--- config.mk ---
export PLATFORM = sky130hd
export DESIGN_NAME = bei_divider
export DESIGN_NICKNAME = d
export VERILOG_FILES = /design/src/sv/bei_pkg.sv /design/src/sv/bei_divider.sv
export SDC_FILE = /design/constraint.sdc
export NUM_CORES = 1
export LEC_CHECK = 0
export ABC_CLOCK_PERIOD_IN_PS = 6150
export BUFFER_PORTS_ARGS = -buffer_cell sky130_fd_sc_hd__buf_4
export CAP_MARGIN = 20
export CORE_MARGIN = 10
export CORE_UTILIZATION = 35
export CTS_BUF_LIST = sky130_fd_sc_hd__clkbuf_8 sky130_fd_sc_hd__clkbuf_16
export DETAILED_ROUTE_END_ITERATION = 12
export SYNTH_ARGS = -nofsm -noshare
export SYNTH_HDL_FRONTEND = slang
export SYNTH_SLANG_ARGS = --single-unit
--- constraint.sdc ---
create_clock -name clk -period 6.15 [get_ports clk]
set_input_delay 1.23 -clock clk [delete_from_list [all_inputs] [get_ports clk]]
set_output_delay 1.23 -clock clk [all_outputs]
set_load 0.05 [all_outputs]
--- src/sv/bei_pkg.sv ---
// Shared types and constants for the breakpoint envelope interpolator.
package bei_pkg;

  localparam int FRAME_W = 32;
  localparam int LEVEL_W = 32;
  localparam int COUNT_W = 5;
  localparam int SLOT_W  = 4;
  localparam int CFG_W   = 32;
  localparam int DIV_W   = 32;

  localparam logic OP_SAMPLE = 1'b0;
  localparam logic OP_ANCHOR = 1'b1;

  localparam logic [0:0] CFG_ANCHOR_COUNT = 1'b0;
  localparam logic [0:0] CFG_FRAME_OFFSET = 1'b1;

  typedef enum logic [3:0] {
    S_IDLE,
    S_START,
    S_PREV,
    S_WALK,
    S_NEXT,
    S_MUL1,
    S_MUL2,
    S_DSTART,
    S_DIV,
    S_FIX,
    S_ADJ,
    S_DONE
  } state_t;

  typedef struct packed {
    logic busy;
    logic done;
  } div_status_t;

endpackage

--- src/sv/bei_divider.sv ---
// Iterative restoring divider, one quotient bit per cycle.
module bei_divider import bei_pkg::*; (
  input  logic                 clk,
  input  logic                 rst,
  input  logic                 start,
  input  logic [2*DIV_W-1:0]   dividend,
  input  logic [DIV_W-1:0]     divisor,
  output logic [DIV_W-1:0]     quotient,
  output logic [DIV_W-1:0]     remainder,
  output div_status_t          status
);

  localparam int CW = $clog2(DIV_W);
  localparam logic [CW-1:0] CNT_LAST = CW'(DIV_W - 1);

  logic [DIV_W-1:0] rem;
  logic [DIV_W-1:0] quo;
  logic [DIV_W-1:0] dsr;
  logic [CW-1:0]    cnt;
  logic             busy;
  logic             done;
  logic [DIV_W:0]   rem_sh;
  logic             fits;

  // caller keeps the upper half of the dividend below the divisor,
  // so the quotient fits in DIV_W bits
  assign rem_sh = {rem, quo[DIV_W-1]};
  assign fits   = rem_sh >= {1'b0, dsr};

  always_ff @(posedge clk) begin
    if (rst) begin
      busy <= 1'b0;
      done <= 1'b0;
      cnt  <= '0;
    end else begin
      done <= 1'b0;
      if (start) begin
        busy <= 1'b1;
        cnt  <= '0;
      end else if (busy) begin
        cnt <= cnt + 1'b1;
        if (cnt == CNT_LAST) begin
          busy <= 1'b0;
          done <= 1'b1;
        end
      end
    end
  end

  always_ff @(posedge clk) begin
    if (start) begin
      rem <= dividend[2*DIV_W-1:DIV_W];
      quo <= dividend[DIV_W-1:0];
      dsr <= divisor;
    end else if (busy) begin
      rem <= fits ? DIV_W'(rem_sh - {1'b0, dsr}) : rem_sh[DIV_W-1:0];
      quo <= {quo[DIV_W-2:0], fits};
    end
  end

  assign quotient    = quo;
  assign remainder   = rem;
  assign status.busy = busy;
  assign status.done = done;

endmodule

==> results by group, run 1 <==
Run status
  – Outcome: complete, no violations

Yosys
  – Share of synthesized area occupied by flip-flops and latches: 0.487
  – Number of instances in the synthesized netlist: 536
  – Cell area after technology mapping: 6210 µm²
  – Proportion of register bits with asynchronous set or reset after synthesis: 0
  – Total of flip-flops plus latches after synthesis: 103
  – Number of different library cells in the post-synthesis netlist: 62
  – Number of synthesized flops with an enable pin: 96
  – Count of yosys warnings during synthesis: 0
  – Synthesized net count: 670
  – Average cell area after synthesis: 11.6 µm²
  – Most used flip-flop cell after synthesis: edfxtp_1

Floorplanning
  – Die W: 153 µm
  – Initial core utilization: 0.358
  – Row count: 48
  – Boundary Pins: 165
  – Die Footprint: 23,500 µm²
  – Core region area: 17,400 µm²
  – Die Height: 153 µm

Routing
  – DRT antenna net count: 0
  – Iteration-0 DRC count of the detailed router: 281
  – Remaining routing DRC violations: 0
  – Routed wire length per instance: 18.8 µm
  – Vias after detailed routing: 4,662
  – Number of vias per cell after detailed routing: 5.07
  – Detailed-route wire length: 17.3 mm
  – Number of iterations in the first detailed-routing pass: 4

Pwr
  – Total power divided by cell area: 411 nW/µm²
  – Static leakage power: 3.35 nW
  – Peak supply drop: 0.000168 V

Min path
  – Type of the most critical hold path: register to register
  – Worst Hold Launch: cnt[4]$_SDFFE_PP0P_
  – Capture endpoint of the worst hold path: cnt[4]$_SDFFE_PP0P_
  – Worst Hold Depth: 2

GRT
  – Global-route total usage across every layer: 0.145
  – Pin count of the biggest net entering global routing: 65
  – Global-route wire length before repair: 27.5 mm
  – Fraction of met1 tracks used by global routing: 0.170
  – Met3 track utilization from global routing: 0.0746
  – Overflow after GRT: 0
  – Number of antenna violations at the first check in global routing: 0
  – Number of global-route vias before repair: 5,018
  – Global routing usage on met2: 0.228
  – Most Crowded Layer GR: met2

Layout
  – Fraction of layout cells with a size suffix above 1: 0.353
  – Antenna Diode Count: 0
  – Filler cell count in the final layout: 1,627
  – Post-Route Utilization: 0.457
  – Number of nets in the finished design: 823
  – Area added between synthesis and finish: 27.7%

Clock network
  – Clock transition at the registers of the reported paths: 0.07 ns
  – Root cell of the clock tree: clkbuf_16
  – Number of buffers on the longest clock path: 2
  – TritonCTS sink count: 103
  – Cts hold-fix bufs: 0
  – Clock tree from TritonCTS: built
  – Post-CTS setup-driven buffer insertion count: 0
  – Post-CTS sizing: 0
  – TritonCTS buffer count: 9
  – Skew-Pair Late Insertion Delay: 0.36 ns
  – CTS H-tree depth: 3

Placed design
  – Routability congestion estimate: 0.881
  – Post-Place Worst Slack: 2.39 ns
  – Dpl hpwl: 13.3 mm
  – Port buffer count: 164

Timing
  – Final number of setup-violating endpoints: 0
  – Shortest clock period the worst path allows after layout: 3.76 ns
  – Unrepaired setup endpoints after global routing: false
  – Sum of negative setup slack: 0 ns
  – Transition at the pin with the smallest max-transition slack: 0.770 ns
  – Total count of hold-check failures in the final report: 0
  – Post-route clock period utilization: 0.612
  – Post-Route Skew: 0.0178 ns
  – Worst slew margin relative to its limit: 0.486
  – Achievable Freq: 266 MHz
  – Post-route setup slack: 2.39 ns
  – Number of pins exceeding their max-slew limit in the final report: 0

Worst setup path
  – Highest net fanout along the worst path: 17
  – Worst reg2reg path startpoint: remainder[3]$_DFFE_PP_
  – Critical path type: register to register
  – Startpoint class of the critical path: register
  – Register-to-register path setup slack: 2.39 ns
  – Signal arrival time at the worst endpoint: 3.87 ns
  – RR Endpoint: remainder[3]$_DFFE_PP_
  – Required @ worst endpoint: 6.26 ns
  – Critical path endpoint category: register
  – Number of cells on the worst reg-to-reg path: 10

Run
  – Maximum Capacitance Violations: 0
metal layers:
| metal | wire length, µm | vias to the layer above |
|---|---|---|
| met5 | 0 | - |
| li1 | - | 2304 |
| met2 | 7840 | 163 |
| met3 | 1910 | 12 |
| met4 | 202 | 0 |
| met1 | 7300 | 2183 |
synthesized netlist by cell type (2+ instances only):
cell type | n | share of area
o211a_1 | 2 | 0.0032
buf_4 | 2 | 0.0024
a31oi_1 | 8 | 0.0081
a221o_1 | 8 | 0.013
nor4b_1 | 2 | 0.0028
mux2_2 | 46 | 0.083
mux2i_1 | 6 | 0.0097
xnor2_1 | 19 | 0.027
nand4_1 | 6 | 0.0060
o21ai_0 | 12 | 0.0097
nand2b_1 | 5 | 0.0050
a211oi_1 | 7 | 0.0085
a2bb2oi_2 | 2 | 0.0048
nor2b_1 | 8 | 0.0081
a21o_1 | 14 | 0.017
nor3_1 | 5 | 0.0040
nand2_1 | 38 | 0.023
xor2_1 | 10 | 0.014
nand3_1 | 7 | 0.0056
clkbuf_1 | 7 | 0.0042
mux2_1 | 11 | 0.020
o21ai_2 | 3 | 0.0042
o21ai_1 | 3 | 0.0024
edfxtp_1 | 96 | 0.46
dfxtp_1 | 7 | 0.023
buf_1 | 4 | 0.0024
ha_1 | 34 | 0.069
a21oi_1 | 39 | 0.031
inv_1 | 39 | 0.024
buf_6 | 5 | 0.0091
buf_2 | 5 | 0.0040
o221ai_1 | 2 | 0.0028
clkbuf_2 | 2 | 0.0016
and4_1 | 4 | 0.0056
nor2_1 | 26 | 0.016
nor4_1 | 5 | 0.0050
nor3b_1 | 7 | 0.0085
and3_1 | 5 | 0.0050
or2_2 | 2 | 0.0020
report_power, final:
part,internal (mW),switching [mW]
clock network,0.372,0.276
registers,0.922,0.0829
logic,0.632,0.975
total,1.93,1.33
cell type report:
class                   instances  area [µm²]  share of cell area
well taps                     225         282              0.0355
flip-flops and latches        103        3020               0.381
inverters                      39         146              0.0185
clock inverters                 6        92.6              0.0117
multi-input cells             369        2890               0.365
clock buffers                  10         239              0.0301
repair buffers                167        1250               0.158
cells in the final DEF, fill, tap and decap left out, types with 2 or more instances in the layout:
master     synthesis  routed
nor4_1             5       5
a211oi_1           7       7
o21ai_0           12      12
nor2b_1            8       8
or2_2              2       2
o221ai_1           2       2
nand2_1           38      38
o211a_1            2       2
o21ai_1            3       3
dfxtp_1            7       7
a221o_1            8       8
nand3_1            7       7
nor3_1             5       5
edfxtp_1          96      96
ha_1              34      34
xor2_1            10      10
nand2b_1           5       5
and4_1             4       4
mux2_2            46      46
buf_4              2     167
a2bb2oi_2          2       2
nor2_1            26      26
clkbuf_16          0       9
o21ai_2            3       3
bufinv_16          0       2
mux2i_1            6       6
xnor2_1           19      19
a31oi_1            8       8
and3_1             5       5
nor4b_1            2       2
a21oi_1           39      39
mux2_1            11      11
nor3b_1            7       7
a21o_1            14      14
nand4_1            6       6
inv_1             39      40
state kept, by name, summed over array words and instances (netlist names):
signal and flops:
dsr 32, quotient 32, remainder 32, cnt 5
busy 1, done 1
metrics by stage:
step	power [mW]	std cells	instance area [µm²]	hold WS, ns
final	3.26	919	7930	0.514
after global routing	3.47	919	7930	0.577
after CTS	3.30	919	7930	0.520
after detailed placement	2.64	903	7600	0.501
after global placement	2.62	903	7600	0.484
after floorplan	2.23	536	6210	0.467
worst max-delay path: stages (launching register included):
cell and delay (ns):
edfxtp_1 0.42, ha_1 0.37, nand2_1 0.12, a211oi_1 0.47, o21ai_2 0.17, nand2_2 0.15
a31oi_4 0.13, o31ai_4 0.66, buf_4 0.39, mux2_2 0.36, mux2_2 0.25
cells by family after synthesis:
group | count (synthesis) | share of synthesized area
AO/OA/AOI/OAI | 113 | 0.131
XOR/XNOR | 29 | 0.0409
adder cells (fa/ha/maj) | 35 | 0.0717
buffers and inverters | 64 | 0.0474
flip-flops | 103 | 0.487
multiplexers | 63 | 0.113
AND/OR/NAND/NOR | 129 | 0.109
worst max path at each step:
stage	startpoint	to	slack [ns]	depth (start not counted)
4_1_cts	remainder[2]$_DFFE_PP_	remainder[3]$_DFFE_PP_	2.40	10
5_1_grt	remainder[2]$_DFFE_PP_	remainder[12]$_DFFE_PP_	2.17	10
3_3_place_gp	remainder[3]$_DFFE_PP_	remainder[3]$_DFFE_PP_	2.52	10
6_report	remainder[3]$_DFFE_PP_	remainder[3]$_DFFE_PP_	2.39	10
2_1_floorplan	start	quotient[0]$_DFFE_PP_	2.80	4
3_5_place_dp	remainder[2]$_DFFE_PP_	remainder[3]$_DFFE_PP_	2.39	10
Note: power is estimated with default switching activity, not from simulation.
==> run 2: changes to the inputs <==
Settings changed: ABC_AREA set to 1, ABC_CLOCK_PERIOD_IN_PS 6150 to 3190.
Clock period 6.15 ns to 3.19 ns, I/O delays scaled along.
==> run 2 against run 1 <==
Via count rose by 38%. Register-to-register slack got worse by 1.8 ns. Combinational power rose by 73%. Total power rose by 78%. Highest routed layer unchanged. Core utilization fell by 1.4 points. Clock power rose by 81%. Flip-flop and latch count did not move. Non-clock buffer count rose by 3. Critical endpoint is now remainder[28]$_DFFE_PP_. Critical path type unchanged. Clock skew rose by 0.00060 ns. First-iteration DRC count rose by 20%. Cell area rose by 13%. Sequential power rose by 82%.
==> results by group, run 2 <==
Worst setup path
  – CP peak stage delay: 0.45 ns (-0.21 ns)
  – Required @ worst endpoint: 3.33 ns (-2.93 ns)
  – Startpoint class of the critical path: register
  – Cell class contributing the biggest share of worst-path delay: simple AND/OR/NAND/NOR gates
  – Crit-path cells: ha_1 > nand2_2 > inv_1 > nand2_1 > nand2_1 > a21oi_1 > nor2_1 > nor2_4 > buf_4 > nand3_1 > nand2_1 > clkinv_1 > nand2_1 > nand2_1
  – Critical-path top delay cell: edfxtp_1
  – Critical path type: register to register
  – Count of buffering cells on the critical path with inverters included: 3 (+2)
  – Register-to-register path setup slack: 0.63 ns (-1.76 ns)
  – Highest net fanout along the worst path: 31 (+14)
  – Signal arrival time at the worst endpoint: 2.70 ns (-1.17 ns)
  – Critical Path Source: remainder[22]$_DFFE_PP_
  – RR Endpoint: remainder[28]$_DFFE_PP_
  – Worst reg2reg path startpoint: remainder[22]$_DFFE_PP_
  – Most used cell along the critical path: nand2_1
  – Critical path endpoint category: register
  – Number of cells on the worst reg-to-reg path: 14 (+4)

GRT
  – Global-route total usage across every layer: 0.161 (+0.0161)
  – Number of global-route vias before repair: 6,638 (+32%)
  – Number of antenna violations at the first check in global routing: 0 (unchanged)
  – Overflow after GRT: 0 (unchanged)
  – Pin count of the biggest net entering global routing: 81 (+25%)
  – Global-route wire length before repair: 33.8 mm (+23%)

Layout
  – Leading cell types in the layout, fill and taps excluded: 434 x nand2_1, 168 x buf_4, 163 x inv_1, 96 x edfxtp_1, 66 x nand3_1
  – Antenna Diode Count: 0 (unchanged)
  – Number of cells in the finished layout apart from fillers: 1,417 (+54%)
  – Fin area: 8930 µm² (+13%)
  – Post-Route Utilization: 0.443 (-0.0139)
  – Number of nets in the finished design: 1,276 (+55%)
  – Fraction of layout cells with a size suffix above 1: 0.184 (-0.169)
  – Area added between synthesis and finish: 25.2%
  – Most common cell after layout, fill and taps aside: nand2_1

Placed design
  – Routability congestion estimate: 0.933 (+6.0%)
  – Placed insts: 1,401 (+55%)
  – Post-place instance area: 8630 µm² (+14%)
  – Port buffer count: 164 (unchanged)
  – Post-Place Worst Slack: 0.599 ns (-1.79 ns)
  – Dpl hpwl: 16.8 mm (+27%)

Yosys
  – Main area contributors after synthesis: edfxtp_1 40%, nand2_1 23%, inv_1 8.6%
  – Synthesized net count: 1,121 (+67%)
  – Cell area after technology mapping: 7140 µm² (+15%)
  – Number of different library cells in the post-synthesis netlist: 32 (-48%)
  – Share of the synthesized area in the top cell type: 0.404 (-0.0603)
  – Count of yosys warnings during synthesis: 0 (unchanged)
  – Most used flip-flop cell after synthesis: edfxtp_1
  – Share of synthesized area occupied by flip-flops and latches: 0.424 (-0.0633)
  – Total of flip-flops plus latches after synthesis: 103 (unchanged)
  – Cell type contributing the most total cell area after synthesis: edfxtp_1
  – Number of instances in the synthesized netlist: 987 (+84%)
  – Average cell area after synthesis: 7.23 µm² (-38%)
  – Proportion of register bits with asynchronous set or reset after synthesis: 0 (unchanged)
  – Number of synthesized flops with an enable pin: 96 (unchanged)
  – Most frequent cell after synthesis: nand2_1
  – Post-synth top cells: 434 x nand2_1, 164 x inv_1, 96 x edfxtp_1

Pwr
  – Peak supply drop: 0.000282 V (+68%)
  – Power after layout: 5.79 mW (+78%)
  – Total power divided by cell area: 649 nW/µm² (+58%)
  – Static leakage power: 4.73 nW (+41%)

Timing
  – Shortest clock period the worst path allows after layout: 2.56 ns (-1.20 ns)
  – Unrepaired setup endpoints after global routing: false
  – Post-route clock period utilization: 0.803 (+0.192)
  – Achievable Freq: 390 MHz (+47%)
  – Post-route setup slack: 0.628 ns (-1.76 ns)
  – Post-Route Skew: 0.0184 ns (+0.000600 ns)
  – Sum of negative setup slack: 0 ns (unchanged)
  – Worst slew margin relative to its limit: 0.726 (+0.239)
  – Number of pins exceeding their max-slew limit in the final report: 0 (unchanged)
  – Final number of setup-violating endpoints: 0 (unchanged)
  – Transition at the pin with the smallest max-transition slack: 0.411 ns (-0.360 ns)
  – Total count of hold-check failures in the final report: 0 (unchanged)
  – Worst hold slack after final layout: 0.435 ns (-0.0792 ns)

Clock network
  – TritonCTS buffer count: 9 (unchanged)
  – CTS H-tree depth: 3 (unchanged)
  – Skew-Pair Late Insertion Delay: 0.37 ns (about the same)
  – Clock transition at the registers of the reported paths: 0.08 ns (about the same)
  – TritonCTS sink count: 103 (unchanged)
  – Root cell of the clock tree: clkbuf_16
  – Cts hold-fix bufs: 0 (unchanged)
  – Post-CTS setup-driven buffer insertion count: 0 (unchanged)
  – Post-CTS sizing: 0 (unchanged)
  – Number of buffers on the longest clock path: 2 (unchanged)
  – Clock tree from TritonCTS: built

Floorplanning
  – Row count: 52 (+8.3%)
  – Initial core utilization: 0.354 (-0.00391)
  – Die Footprint: 26,500 µm² (+13%)
  – Die W: 163 µm (+6.3%)
  – Core region area: 20,200 µm² (+16%)
  – Die Height: 163 µm (+6.3%)
  – Boundary Pins: 165 (unchanged)

Run
  – Maximum Capacitance Violations: 0 (unchanged)

Routing
  – Detailed-route wire length: 21.3 mm (+24%)
  – Remaining routing DRC violations: 0 (unchanged)
  – Iteration-0 DRC count of the detailed router: 336 (+20%)
  – Routed wire length per instance: 15.0 µm (-20%)
  – Number of iterations in the first detailed-routing pass: 5 (+1)
  – DRT antenna net count: 0 (unchanged)
  – Vias after detailed routing: 6,443 (+38%)
  – Number of vias per cell after detailed routing: 4.55 (-10%)

Min path
  – Type of the most critical hold path: input port to register
  – Capture endpoint of the worst hold path: dsr[25]$_DFFE_PP_
  – Worst Hold Depth: 1 (-1)
  – Worst Hold Launch: divisor[25]

Run status
  – Outcome: complete, no violations
==> run 2: kinds of logic after synthesis <==
kind of cell    after synthesis  share of synthesized area
flops                       103                      0.424
fa+ha+maj                    35                     0.0624
compound gates               31                     0.0231
buf+inv                     193                      0.109
simple gates                611                      0.365
xor+xnor                     14                     0.0172
==> run 2: cell type report <==
cell class | count | area, µm²
Tap cell | 270 | 338
Multi-Input combinational cell | 691 | 3340
Fill cell | 2130 | 11200
Sequential cell | 103 | 3020
Inverter | 167 | 627
Clock buffer | 9 | 225
Timing Repair Buffer | 170 | 1300
Clock inverter | 7 | 80.1
==> run 2: worst register-to-register path: stages, from the launching register on <==
cell	delay [ns]
edfxtp_1	0.45
ha_1	0.43
nand2_2	0.13
inv_1	0.05
nand2_1	0.05
nand2_1	0.08
a21oi_1	0.17
nor2_1	0.10
nor2_4	0.14
buf_4	0.36
nand3_1	0.14
nand2_1	0.09
clkinv_1	0.06
nand2_1	0.06
nand2_1	0.05
==> run 2: report_power, final <==
group | switching [mW] | leakage (nW) | internal (mW) | total [mW]
Combinational | 1.85 | 3.56 | 0.934 | 2.78
Sequential | 0.122 | 1.02 | 1.71 | 1.84
Clock | 0.554 | 0.147 | 0.620 | 1.17
Total | 2.53 | 4.73 | 3.27 | 5.79
==> run 2: worst max-delay path by stage <==
stage	endpoint	slack (ns)	depth (start not counted)
2_1_floorplan	quotient[0]$_DFFE_PP_	0.55	3
3_3_place_gp	remainder[28]$_DFFE_PP_	0.65	16
3_5_place_dp	remainder[28]$_DFFE_PP_	0.60	16
4_1_cts	remainder[28]$_DFFE_PP_	0.60	16
5_1_grt	remainder[25]$_DFFE_PP_	0.41	16
6_report	remainder[28]$_DFFE_PP_	0.63	14
==> run 2: metal layers <==
| metal | GRT usage | share of wire | vias to the layer above |
|---|---|---|---|
| met2 | 0.256 | 0.46 | 186 |
| met5 | 0 | 0 | - |
| met4 | 0.0332 | 0.010 | 0 |
| li1 | - | - | 3385 |
| met3 | 0.0804 | 0.10 | 15 |
| met1 | 0.191 | 0.43 | 2857 |
==> run 3: changes to the inputs <==
Settings changed: ABC_AREA 1 to 0, ABC_CLOCK_PERIOD_IN_PS 3190 to 2200.
Clock period 3.19 ns to 2.2 ns, I/O delays scaled along.
==> run 3 against run 2 <==
The flow now finishes with violations (negative setup slack). Core utilization up 12 points. Total power up 96%. Largest power group unchanged. Count of clock-buffer cells in the layout unchanged. Via count down 17%. Worst setup slack worse by 1.2 ns. Worst hold slack worse by 0.20 ns. Clock skew down 0.0054 ns.
==> results by group, run 3 (same netlist as run 1, synthesis figures left out) <==
Run status
  – Outcome: finished with violations
  – Failing checks: negative setup slack

Timing
  – Worst slew margin relative to its limit: 0.727 (+0.00170)
  – Total count of hold-check failures in the final report: 0 (unchanged)
  – Final number of setup-violating endpoints: 33 (+33)
  – Number of pins exceeding their max-slew limit in the final report: 0 (unchanged)
  – Transition at the pin with the smallest max-transition slack: 0.409 ns (-0.00195 ns)
  – Achievable Freq: 357 MHz (-8.5%)
  – Unrepaired setup endpoints after global routing: true
  – Shortest clock period the worst path allows after layout: 2.80 ns (+0.238 ns)
  – Post-route clock period utilization: 1.27 (+0.469)
  – Post-route setup slack: -0.600 ns (-1.23 ns)
  – Post-Route Skew: 0.0130 ns (-0.00537 ns)

Routing
  – Remaining routing DRC violations: 0 (unchanged)
  – Iteration-0 DRC count of the detailed router: 196 (-42%)
  – Vias after detailed routing: 5,362 (-17%)
  – Number of iterations in the first detailed-routing pass: 7 (+2)
  – Detailed-route wire length: 19.5 mm (-8.4%)
  – Routed wire length per instance: 18.1 µm (+20%)
  – Number of vias per cell after detailed routing: 4.98 (+9.5%)
  – DRT antenna net count: 0 (unchanged)

Clock network
  – Skew-Pair Late Insertion Delay: 0.37 ns (about the same)
  – CTS H-tree depth: 3 (unchanged)
  – Clock tree from TritonCTS: built
  – Clock transition at the registers of the reported paths: 0.08 ns (about the same)
  – Root cell of the clock tree: clkbuf_16
  – Number of buffers on the longest clock path: 2 (unchanged)
  – TritonCTS buffer count: 9 (unchanged)
  – Cts hold-fix bufs: 0 (unchanged)
  – TritonCTS sink count: 103 (unchanged)

GRT
  – Number of global-route vias before repair: 5,935 (-11%)
  – Pin count of the biggest net entering global routing: 36 (-56%)
  – Global-route total usage across every layer: 0.162 (+0.00148)
  – Global-route wire length before repair: 30.8 mm (-8.9%)
  – Number of antenna violations at the first check in global routing: 0 (unchanged)
  – Overflow after GRT: 0 (unchanged)

Placed design
  – Dpl hpwl: 15.3 mm (-9.0%)
  – Port buffer count: 164 (unchanged)
  – Routability congestion estimate: 0.872 (-6.6%)
  – Post-place instance area: 8980 µm² (+4.1%)

Pwr
  – Peak supply drop: 0.000600 V (+110%)
  – Total power divided by cell area: 1160 nW/µm² (+78%)
  – Static leakage power: 4.26 nW (-9.9%)

Floorplanning
  – Core region area: 17,400 µm² (-14%)
  – Die Height: 153 µm (-5.9%)
  – Row count: 48 (-7.7%)
  – Initial core utilization: 0.358 (+0.00391)
  – Die Footprint: 23,500 µm² (-11%)
  – Die W: 153 µm (-5.9%)
  – Boundary Pins: 165 (unchanged)

Worst setup path
  – Number of cells on the worst reg-to-reg path: 10 (-4)
  – Highest net fanout along the worst path: 10 (-68%)
  – Signal arrival time at the worst endpoint: 2.92 ns (+0.22 ns)
  – Required @ worst endpoint: 2.32 ns (-1.01 ns)
  – Worst reg2reg path startpoint: remainder[5]$_DFFE_PP_
  – RR Endpoint: remainder[9]$_DFFE_PP_
  – Critical path type: register to register
  – Critical path endpoint category: register
  – Register-to-register path setup slack: -0.60 ns (-1.23 ns)
  – Startpoint class of the critical path: register

Layout
  – Post-Route Utilization: 0.565 (+0.122)
  – Number of nets in the finished design: 981 (-23%)
  – Fraction of layout cells with a size suffix above 1: 0.572 (+0.388)
  – Fin area: 9800 µm² (+9.7%)
  – Leading cell types in the layout, fill and taps excluded: 309 x buf_4, 96 x edfxtp_1, 43 x mux2_2, 36 x inv_1, 36 x nand2_1
  – Antenna Diode Count: 0 (unchanged)
  – Area added between synthesis and finish: 57.8%
  – Most common cell after layout, fill and taps aside: buf_4

Min path
  – Worst Hold Launch: rst
  – Type of the most critical hold path: input port to register
  – Capture endpoint of the worst hold path: busy$_SDFF_PP0_
  – Worst Hold Depth: 2 (+1)

Run
  – Maximum Capacitance Violations: 0 (unchanged)
run 3: cell types whose count changed in the layout (fill, tap and decap cells not counted), sizes merged, moves of 9 or more:
cell,previous run,this run
a21oi,22,40
a21o,1,14
inv,170,42
nand2,441,39
buf,170,325
nor2,56,27
nand3,72,7
mux2,0,57
o21ai,5,18
a31oi,0,9
nand3b,26,1
xor2,0,10
run 3: area by class of cell:
class | count | area [µm²]
tap | 225 | 282
fill | 1522 | 7560
clock buffer | 9 | 225
sequential | 103 | 3020
timing repair buffer | 325 | 2560
inverter | 39 | 146
multi-input combinational | 369 | 3490
clock inverter | 7 | 73.8
run 3: metal layers:
layer | up-vias | share of wire | global-route usage
li1 | 2611 | - | -
met1 | 2576 | 0.41 | 0.182
met2 | 160 | 0.48 | 0.269
met3 | 15 | 0.096 | 0.0786
met4 | 0 | 0.014 | 0.0413
met5 | - | 0 | 0
run 3: critical path: stages, from the launching register on:
cell	delay [ns]
edfxtp_1	0.44
ha_4	0.31
o21ai_4	0.07
a2111oi_4	0.35
o21ai_2	0.12
nand2_2	0.12
a31oi_4	0.12
o31ai_4	0.27
buf_12	0.19
mux2_4	0.31
mux2_4	0.27
run 3: worst max-delay path by stage:
stage | from | to | slack (ns) | cells after the start
after floorplan | remainder[5]$_DFFE_PP_ | remainder[11]$_DFFE_PP_ | -0.81 | 10
after global placement | remainder[19]$_DFFE_PP_ | remainder[27]$_DFFE_PP_ | -0.83 | 9
after detailed placement | remainder[19]$_DFFE_PP_ | remainder[27]$_DFFE_PP_ | -0.85 | 9
after CTS | remainder[19]$_DFFE_PP_ | remainder[27]$_DFFE_PP_ | -0.63 | 9
after global routing | quotient[31]$_DFFE_PP_ | remainder[16]$_DFFE_PP_ | -0.72 | 12
final | remainder[5]$_DFFE_PP_ | remainder[9]$_DFFE_PP_ | -0.60 | 10
run 3: where the power goes:
part | switching [mW] | internal, mW
Sequential | 0.233 | 2.57
Combinational | 3.45 | 3.43
Clock | 0.847 | 0.806
Total | 4.53 | 6.81
run 3: repair_timing:
| action | CTS | global route |
|---|---|---|
| endpoints found under the hold margin | 0 | 0 |
| setup endpoints to repair | 33 | 33 |
| pin swaps | 9 | 21 |
| buffers inserted | 7 | 10 |
| gates resized for setup | 46 | 27 |
run 3: stage by stage:
step / power (mW) / instances / worst slack (ns) / hold slack (ns) / TNS (ns)
after CTS: 11.1 / 1067 / -0.630 / 0.217 / -17.72
after global routing: 12.0 / 1077 / -0.721 / 0.222 / -21.55
after detailed placement: 8.97 / 1044 / -0.853 / 0.506 / -20.01
final: 11.3 / 1077 / -0.600 / 0.230 / -18.07
after floorplan: 6.58 / 536 / -0.812 / 0.467 / -21.25
after global placement: 8.86 / 1044 / -0.829 / 0.484 / -17.55
